==> src/hdl/mide_pkg.sv <==
// Shared types and constants for the debouncer with edge events.
package mide_pkg;

  // Threshold register width and the number of channels that raise events.
  localparam int unsigned THRESH_W    = 8;
  localparam int unsigned EVENT_CHANS = 6;
  localparam int unsigned CODE_W      = 3;
  localparam int unsigned MASK_W      = 8;

  // Register address of the threshold (register index, taken from paddr bit 2).
  localparam logic REG_THRESHOLD = 1'b0;

  localparam logic [THRESH_W-1:0] THRESH_RESET = 8'd1;

  typedef enum logic [CODE_W-1:0] {
    EV_NONE        = 3'd0,
    EV_OPEN        = 3'd1,
    EV_CLOSE       = 3'd2,
    EV_STOP        = 3'd3,
    EV_LIMIT_OPEN  = 3'd4,
    EV_LIMIT_CLOSE = 3'd5,
    EV_PHOTO_ON    = 3'd6,
    EV_PHOTO_OFF   = 3'd7
  } ev_code_e;

  // Stable levels of the event channels before and after one tick.
  typedef struct packed {
    logic [EVENT_CHANS-1:0] prev;
    logic [EVENT_CHANS-1:0] after;
  } tick_t;

endpackage

==> src/hdl/mide_lane.sv <==
// One debounce lane: saturating change counter and stable level of a channel.
module mide_lane #(
  parameter int unsigned COUNT_WIDTH = 8
) (
  input  logic                          clk_i,
  input  logic                          rst_ni,
  input  logic                          tick_i,
  input  logic                          pin_i,
  input  logic [mide_pkg::THRESH_W-1:0] threshold_i,
  output logic                          stable_o,
  output logic                          stable_next_o
);
  import mide_pkg::*;

  localparam int unsigned CMP_W = (COUNT_WIDTH > THRESH_W) ? COUNT_WIDTH : THRESH_W;

  logic [COUNT_WIDTH-1:0] cnt_q, cnt_d, cnt_inc;
  logic                   stable_q, stable_d;
  logic                   active, differ, flip;
  logic [CMP_W-1:0]       cnt_ext, thr_ext;

  always_comb begin
    active  = ~pin_i;
    differ  = active ^ stable_q;
    cnt_inc = (&cnt_q) ? cnt_q : cnt_q + COUNT_WIDTH'(1);
    cnt_ext = CMP_W'(cnt_inc);
    thr_ext = CMP_W'(threshold_i);
    flip    = differ && (cnt_ext >= thr_ext);
    stable_d = flip ? active : stable_q;
    cnt_d    = (!differ || flip) ? '0 : cnt_inc;
  end

  always_ff @(posedge clk_i or negedge rst_ni) begin
    if (!rst_ni) begin
      cnt_q    <= '0;
      stable_q <= 1'b0;
    end else if (tick_i) begin
      cnt_q    <= cnt_d;
      stable_q <= stable_d;
    end
  end

  assign stable_o      = stable_q;
  assign stable_next_o = stable_d;

endmodule

==> src/hdl/mide_merge.sv <==
// Merges lane results into edge events, sent one per cycle while the receiver keeps up.
module mide_merge (
  input  logic                             clk_i,
  input  logic                             rst_ni,
  input  logic                             tick_valid_i,
  output logic                             tick_ready_o,
  input  mide_pkg::tick_t                  tick_i,
  output logic                             ev_valid_o,
  input  logic                             ev_ready_i,
  output mide_pkg::ev_code_e               ev_code_o,
  output logic [mide_pkg::EVENT_CHANS-1:0] ev_levels_o,
  output logic                             ev_last_o
);
  import mide_pkg::*;

  logic                   pend_valid_q, pend_valid_d;
  logic [MASK_W-1:0]      pend_mask_q, pend_mask_d, new_mask, rest;
  logic [EVENT_CHANS-1:0] pend_lev_q, rise;
  logic                   fall;
  logic                   out_valid_q, out_valid_d;
  ev_code_e               out_code_q;
  logic [EVENT_CHANS-1:0] out_lev_q;
  logic                   out_last_q;
  logic                   out_free, take, pend_done, accept;
  logic [CODE_W-1:0]      sel;

  // Mask bit k stands for event code k; bit 0 is set only when no edge occurred.
  always_comb begin
    rise     = tick_i.after & ~tick_i.prev;
    fall     = tick_i.prev[EVENT_CHANS-1] & ~tick_i.after[EVENT_CHANS-1];
    new_mask = {fall, rise, ~(fall | (|rise))};

    sel = '0;
    for (int i = MASK_W - 1; i >= 0; i--) begin
      if (pend_mask_q[i]) begin
        sel = CODE_W'(i);
      end
    end
    rest = pend_mask_q & (pend_mask_q - MASK_W'(1));

    out_free  = !out_valid_q || ev_ready_i;
    take      = pend_valid_q && out_free;
    pend_done = take && (rest == '0);
    tick_ready_o = !pend_valid_q || pend_done;
    accept    = tick_valid_i && tick_ready_o;

    pend_valid_d = pend_valid_q;
    pend_mask_d  = pend_mask_q;
    if (accept) begin
      pend_valid_d = 1'b1;
      pend_mask_d  = new_mask;
    end else if (pend_done) begin
      pend_valid_d = 1'b0;
    end else if (take) begin
      pend_mask_d = rest;
    end

    out_valid_d = out_valid_q;
    if (take) begin
      out_valid_d = 1'b1;
    end else if (ev_ready_i) begin
      out_valid_d = 1'b0;
    end
  end

  always_ff @(posedge clk_i or negedge rst_ni) begin
    if (!rst_ni) begin
      pend_valid_q <= 1'b0;
      out_valid_q  <= 1'b0;
    end else begin
      pend_valid_q <= pend_valid_d;
      out_valid_q  <= out_valid_d;
    end
  end

  always_ff @(posedge clk_i) begin
    pend_mask_q <= pend_mask_d;
    if (accept) begin
      pend_lev_q <= tick_i.after;
    end
    if (take) begin
      out_code_q <= ev_code_e'(sel);
      out_lev_q  <= pend_lev_q;
      out_last_q <= (rest == '0);
    end
  end

  assign ev_valid_o  = out_valid_q;
  assign ev_code_o   = out_code_q;
  assign ev_levels_o = out_lev_q;
  assign ev_last_o   = out_last_q;

endmodule

==> src/hdl/multi_input_debounce_edge_events.sv <==
// Top level of the multi-channel debouncer with edge events.
//
// Usage: every transfer on the s_axis side is one scan tick carrying the raw
// pin levels (active low) in s_axis_tdata. Each channel has its own lane with
// a saturating counter; a channel's stable level changes after stable_threshold
// consecutive differing ticks (a threshold of zero acts as one).
// For each tick the m_axis side gives one transfer per debounced edge: rising
// edges of channels 0 to 5 in order (codes 1 to 6), then the falling edge of
// channel 5 (code 7), or a single code 0 transfer when no edge occurred. The
// code travels in m_axis_tuser, the stable levels in m_axis_tdata, and
// m_axis_tlast marks the final transfer of a tick.
// Each tick is held in a pending register, and its results pass one by one
// through the output register, at one per cycle while the receiver accepts
// them. The next tick is taken in the cycle its predecessor's last result
// moves to the output register. When the receiver stalls, the output
// register holds and s_axis_tready drops once one tick is waiting behind it.
// Reset clears all lanes to inactive and sets the threshold to one.
module multi_input_debounce_edge_events #(
  parameter int unsigned CHANNELS    = 6,
  parameter int unsigned COUNT_WIDTH = 8
) (
  input  logic                                      clk_i,
  input  logic                                      rst_ni,
  // APB-style configuration port
  input  logic                                      psel,
  input  logic                                      penable,
  input  logic                                      pwrite,
  input  logic [2:0]                                paddr,
  input  logic [31:0]                               pwdata,
  output logic [31:0]                               prdata,
  output logic                                      pready,
  // Tick input
  input  logic                                      s_axis_tvalid,
  output logic                                      s_axis_tready,
  input  logic [((CHANNELS + 7) / 8) * 8 - 1:0]    s_axis_tdata,  // pin_levels
  // Event output
  output logic                                      m_axis_tvalid,
  input  logic                                      m_axis_tready,
  output logic [7:0]                                m_axis_tdata,  // stable_levels
  output logic [mide_pkg::CODE_W-1:0]               m_axis_tuser,  // event_code
  output logic                                      m_axis_tlast   // last_of_tick
);
  import mide_pkg::*;

  logic [THRESH_W-1:0]    thresh_q;
  logic [CHANNELS-1:0]    stable, stable_next;
  logic                   tick;
  tick_t                  tick_info;
  ev_code_e               ev_code;
  logic [EVENT_CHANS-1:0] ev_levels;

  // Configuration register
  always_ff @(posedge clk_i or negedge rst_ni) begin
    if (!rst_ni) begin
      thresh_q <= THRESH_RESET;
    end else if (psel && penable && pwrite && pready && (paddr[2] == REG_THRESHOLD)) begin
      thresh_q <= pwdata[THRESH_W-1:0];
    end
  end

  assign pready = 1'b1;
  assign prdata = (paddr[2] == REG_THRESHOLD) ? 32'(thresh_q) : '0;

  assign tick = s_axis_tvalid && s_axis_tready;

  for (genvar g = 0; g < CHANNELS; g++) begin : g_lane
    mide_lane #(
      .COUNT_WIDTH (COUNT_WIDTH)
    ) u_lane (
      .clk_i         (clk_i),
      .rst_ni        (rst_ni),
      .tick_i        (tick),
      .pin_i         (s_axis_tdata[g]),
      .threshold_i   (thresh_q),
      .stable_o      (stable[g]),
      .stable_next_o (stable_next[g])
    );
  end

  // Only the low channels raise events; missing ones read as inactive.
  for (genvar e = 0; e < EVENT_CHANS; e++) begin : g_evch
    if (e < CHANNELS) begin : g_used
      assign tick_info.prev[e]  = stable[e];
      assign tick_info.after[e] = stable_next[e];
    end else begin : g_unused
      assign tick_info.prev[e]  = 1'b0;
      assign tick_info.after[e] = 1'b0;
    end
  end

  mide_merge u_merge (
    .clk_i        (clk_i),
    .rst_ni       (rst_ni),
    .tick_valid_i (s_axis_tvalid),
    .tick_ready_o (s_axis_tready),
    .tick_i       (tick_info),
    .ev_valid_o   (m_axis_tvalid),
    .ev_ready_i   (m_axis_tready),
    .ev_code_o    (ev_code),
    .ev_levels_o  (ev_levels),
    .ev_last_o    (m_axis_tlast)
  );

  assign m_axis_tuser = ev_code;
  assign m_axis_tdata = 8'(ev_levels);

endmodule

==> config.mk <==
export PLATFORM = sky130hd
export DESIGN_NAME = multi_input_debounce_edge_events
export DESIGN_NICKNAME = d
export VERILOG_FILES = /design/src/hdl/mide_pkg.sv /design/src/hdl/mide_lane.sv /design/src/hdl/mide_merge.sv /design/src/hdl/multi_input_debounce_edge_events.sv
export SDC_FILE = /design/constraint.sdc
export NUM_CORES = 1
export LEC_CHECK = 0
export ABC_AREA = 1
export BUFFER_PORTS_ARGS = -buffer_cell sky130_fd_sc_hd__buf_2
export CORE_UTILIZATION = 50
export CTS_CLUSTER_DIAMETER = 200
export DETAILED_ROUTE_END_ITERATION = 10
export PLACE_DENSITY = 0.71
export RECOVER_POWER = 50
export SYNTH_ARGS = -nofsm -noshare
export SYNTH_HDL_FRONTEND = slang
export SYNTH_SLANG_ARGS = --single-unit
==> constraint.sdc <==
create_clock -name clk_i -period 3.1 [get_ports clk_i]
set_input_delay 0.465 -clock clk_i [delete_from_list [all_inputs] [get_ports clk_i]]
set_output_delay 0.465 -clock clk_i [all_outputs]
set_load 0.02 [all_outputs]
==> metrics <==
status finished clean; final setup violating endpoints 0; WL/cell 12.4 um; multi-input combinational cell area roughly 3500 um2; Post-synth EDFFs 24; Clock transition at path regs ~0.06 ns; endpoints failing hold 0; layout cells sized above 1 about 7.0%; DRT antenna net count 0; Int Pwr 2.75 mW; crit path launch type flop; most area-consuming cells after synthesis dfrtp_1, nand2_1, edfxtp_1; port bufs 41; area delta synth->final 7.81%; sequential share of power a little under two fifths; fin nets approximately 1100; WP data required ~3.2 ns; fin crit share about nine tenths; DR DRC count 0; vias in the first global route roughly 5000; combinational share of power between 40% and 50%; Synth Warn # 0; fillers roughly 1300; worst slew pin tran approximately 1.2 ns; busiest grt layer met2; Worst setup EP type flop; boundary pin count 97; clk sinks 88; max-slew violations 0; routed wire length between 10000 and 15000 um; antenna violations before repair 0; DP Cell Count between 1000 and 1500; Peak VDD IR around 300 uV; CTS H-tree depth 3; post-route insts no fill approximately 1100; max_slew headroom 22.2%; CTS tree done; PwrDens approximately 670 nW/um2; RSZ-0062 raised after global routing false; min cycle time layout ~2.8 ns; die width around 120 um; die footprint about 14000 um2; CTS Root Buffer Type clkbuf_16; WP data arrival 2.94 ns; prevailing post-synth register cell dfrtp_1; net switching power roughly 2 mW; Via Count 5621; setup TNS 0 ns; Setup Skew around 0.010 ns; max-capacitance violation count 0; dpl ws around 0.25 ns; Num CTS Buffers 9; GR Util met3 approximately 3.7%; Site Rows between 40 and 50; Crit Path Max Fanout 7; CP top delay family simple AND/OR/NAND/NOR gates; Cells after Synth a little over 900; GRT overflow 0; Avg Synthesized Cell Area between 7 and 8 um2; Skew-Pair Late Insertion Delay approximately 0.36 ns; Async S/R FF share, synth between 70% and 80%; global-route wire length before repair about 24000 um; synth unique cells 33; critical path's slowest cell dfrtp_1; First-pass DRT Iterations 4; Synth top area share 24.0%; largest net degree at the start of global routing 64; leakage approximately 4 nW; DRC marker count from the first detailed-route iteration roughly 300; Max stage delay on crit path roughly 0.42 ns; Die Y approximately 120 um; PnR worst setup slack 0.280 ns; flops & latches, synth 88; CTS Buffer Depth 2; register area approximately 2300 um2; Switching Fraction a little over two fifths; fmax between 300 and 400 MHz; DP HPWL between 9000 and 10000 um; Ant. Diodes 0; worst hold path class primary input to async pin; CP most frequent cell nand2_1; RD Place Congestion a little over 0.8; core area around 13000 um2; Seq/Total Area, Yosys between 30% and 40%; crit path cell chain ha_1 > nand2_1 > inv_1 > nand4_1 > o21ai_1 > inv_1 > ha_1 > nand2_1 > nand3b_1 > nand2_1 > nand2_1 > nand2_1 > a21oi_1 > nor2_1 > nand2_1 > nor2_1; initial core utilization between 50% and 60%; leading area contributor after synthesis dfrtp_1; vias per cell between 4 and 5; M1 GR Usage 30.2%; Clock power frac roughly 23%; met2 GRT Util 37.9%; Setup CP Type flop to flop; post-synthesis cell area 6560 um2; Buf/Inv on CP 2; GRT Total Usage a little under a quarter
[cell type report]
class	count	share of cell area, %
Inverter	124	6.59
Clock inverter	3	0.195
Sequential cell	88	32.9
Tap cell	172	3.04
Multi-Input combinational cell	696	49.8
Clock buffer	13	3.84
Timing Repair Buffer	50	3.63
[cell usage in the layout, fill, tap and decap left out, types with 2 or more instances in the layout]
master     count
a21oi_1       28
and2_1         2
buf_2         33
buf_4          7
clkbuf_1      11
clkbuf_16     10
clkinv_2       2
conb_1        27
dfrtp_1       63
edfxtp_1      24
ha_1          54
inv_1        124
nand2_1      283
nand2_2        3
nand3_1       91
nand3_2        2
nand3b_1       7
nand4_1        7
nor2_1       113
nor2_2         2
nor3_1         5
o21a_1         6
o21ai_0       28
o21ai_1        4
o21bai_1       4
or2_2          5
xnor2_1        7
xor2_1        12
[power groups by stage]
stage | Combinational (mW) | Sequential [mW] | Clock, mW
detailed placement | 1.90 | 1.78 | 0
floorplan | 1.47 | 1.80 | 0
global placement | 1.87 | 1.77 | 0
global route | 2.21 | 1.80 | 1.13
CTS | 1.91 | 1.76 | 1.10
finish | 1.89 | 1.76 | 1.08
[sequential cells by signal (all words and copies together), names as in the netlist]
register                cells
u_merge.pend_mask_q         8
u_merge.ev_last_o           1
u_merge.ev_valid_o          1
u_merge.pend_lev_q          6
u_merge.pend_valid_q        1
g_lane.u_lane.cnt_q        48
thresh_q                    8
u_merge.ev_code_o           3
g_lane.u_lane.stable_o      6
u_merge.ev_levels_o         6
[timing repair]
item                                    4_1_cts  5_1_grt
endpoints found under the setup margin        0       39
resized for setup                             0        8
endpoints found under the hold margin         0        0
buffers inserted                              0        1
hold buffers                                  0        0
[routing by layer]
layer  vias up  wire (um)
met3        17        442
met5         -          0
met2        89       6580
li1       2976          -
met4         0        297
met1      2539       6910
[cell families after synthesis]
| family | share of synthesized area [%] |
|---|---|
| AO/OA/AOI/OAI | 6.36 |
| AND/OR/NAND/NOR | 32.9 |
| buffers and inverters | 12.4 |
| XOR/XNOR | 2.54 |
| other | 0.115 |
| flip-flops | 35.4 |
| adder cells (fa/ha/maj) | 10.3 |
[path summary, 6_finish.rpt]
check	from	to	slack [ns]	cells after the start
max in group asynchronous	rst_ni	g_lane[3].u_lane.stable_o	1.04	2
min in group clk_i	m_axis_tready	u_merge.ev_valid_o	0.35	4
worst min register to register	u_merge.pend_lev_q[4]	u_merge.ev_levels_o[4]	0.42	0
worst max-delay path	g_lane[0].u_lane.cnt_q[0]	u_merge.pend_mask_q[0]	0.28	16
worst max register to register	g_lane[0].u_lane.cnt_q[0]	u_merge.pend_mask_q[0]	0.28	16
worst min-delay path	rst_ni	g_lane[0].u_lane.cnt_q[6]	0.32	1
[worst register-to-register path, delay by kind of cell, from the launching register on]
| family | cells | cell delay (ns) |
|---|---|---|
| adders and majority gates | 2 | 0.48 |
| and+or+nand+nor | 10 | 0.88 |
| AOI/OAI and AO/OA | 2 | 0.61 |
| buffers and inverters | 2 | 0.18 |
| DFF | 1 | 0.42 |
[per-stage QoR]
stage          area, um2  hold slack, ns  util (%)  power, mW
3_3_place_gp        6800           0.401      53.4       3.64
2_1_floorplan       6650           0.169         -       3.28
6_report            7070           0.323      55.6       4.73
5_1_grt             7070           0.364      55.6       5.15
4_1_cts             7080          0.0873      55.7       4.78
3_5_place_dp        6800           0.406      53.4       3.68
[synth_stat cells (7+ instances only)]
library cell  count
o21ai_0          33
nor2_1          112
nand4_1           7
a21oi_1          28
clkbuf_1          7
nand3b_1          7
nand2_1         283
xor2_1           12
dfrtp_1          63
buf_4            27
edfxtp_1         24
ha_1             54
inv_1           124
buf_6             7
nand3_1          93
xnor2_1           7
No activity file was read; power rests on OpenSTA's default activity.
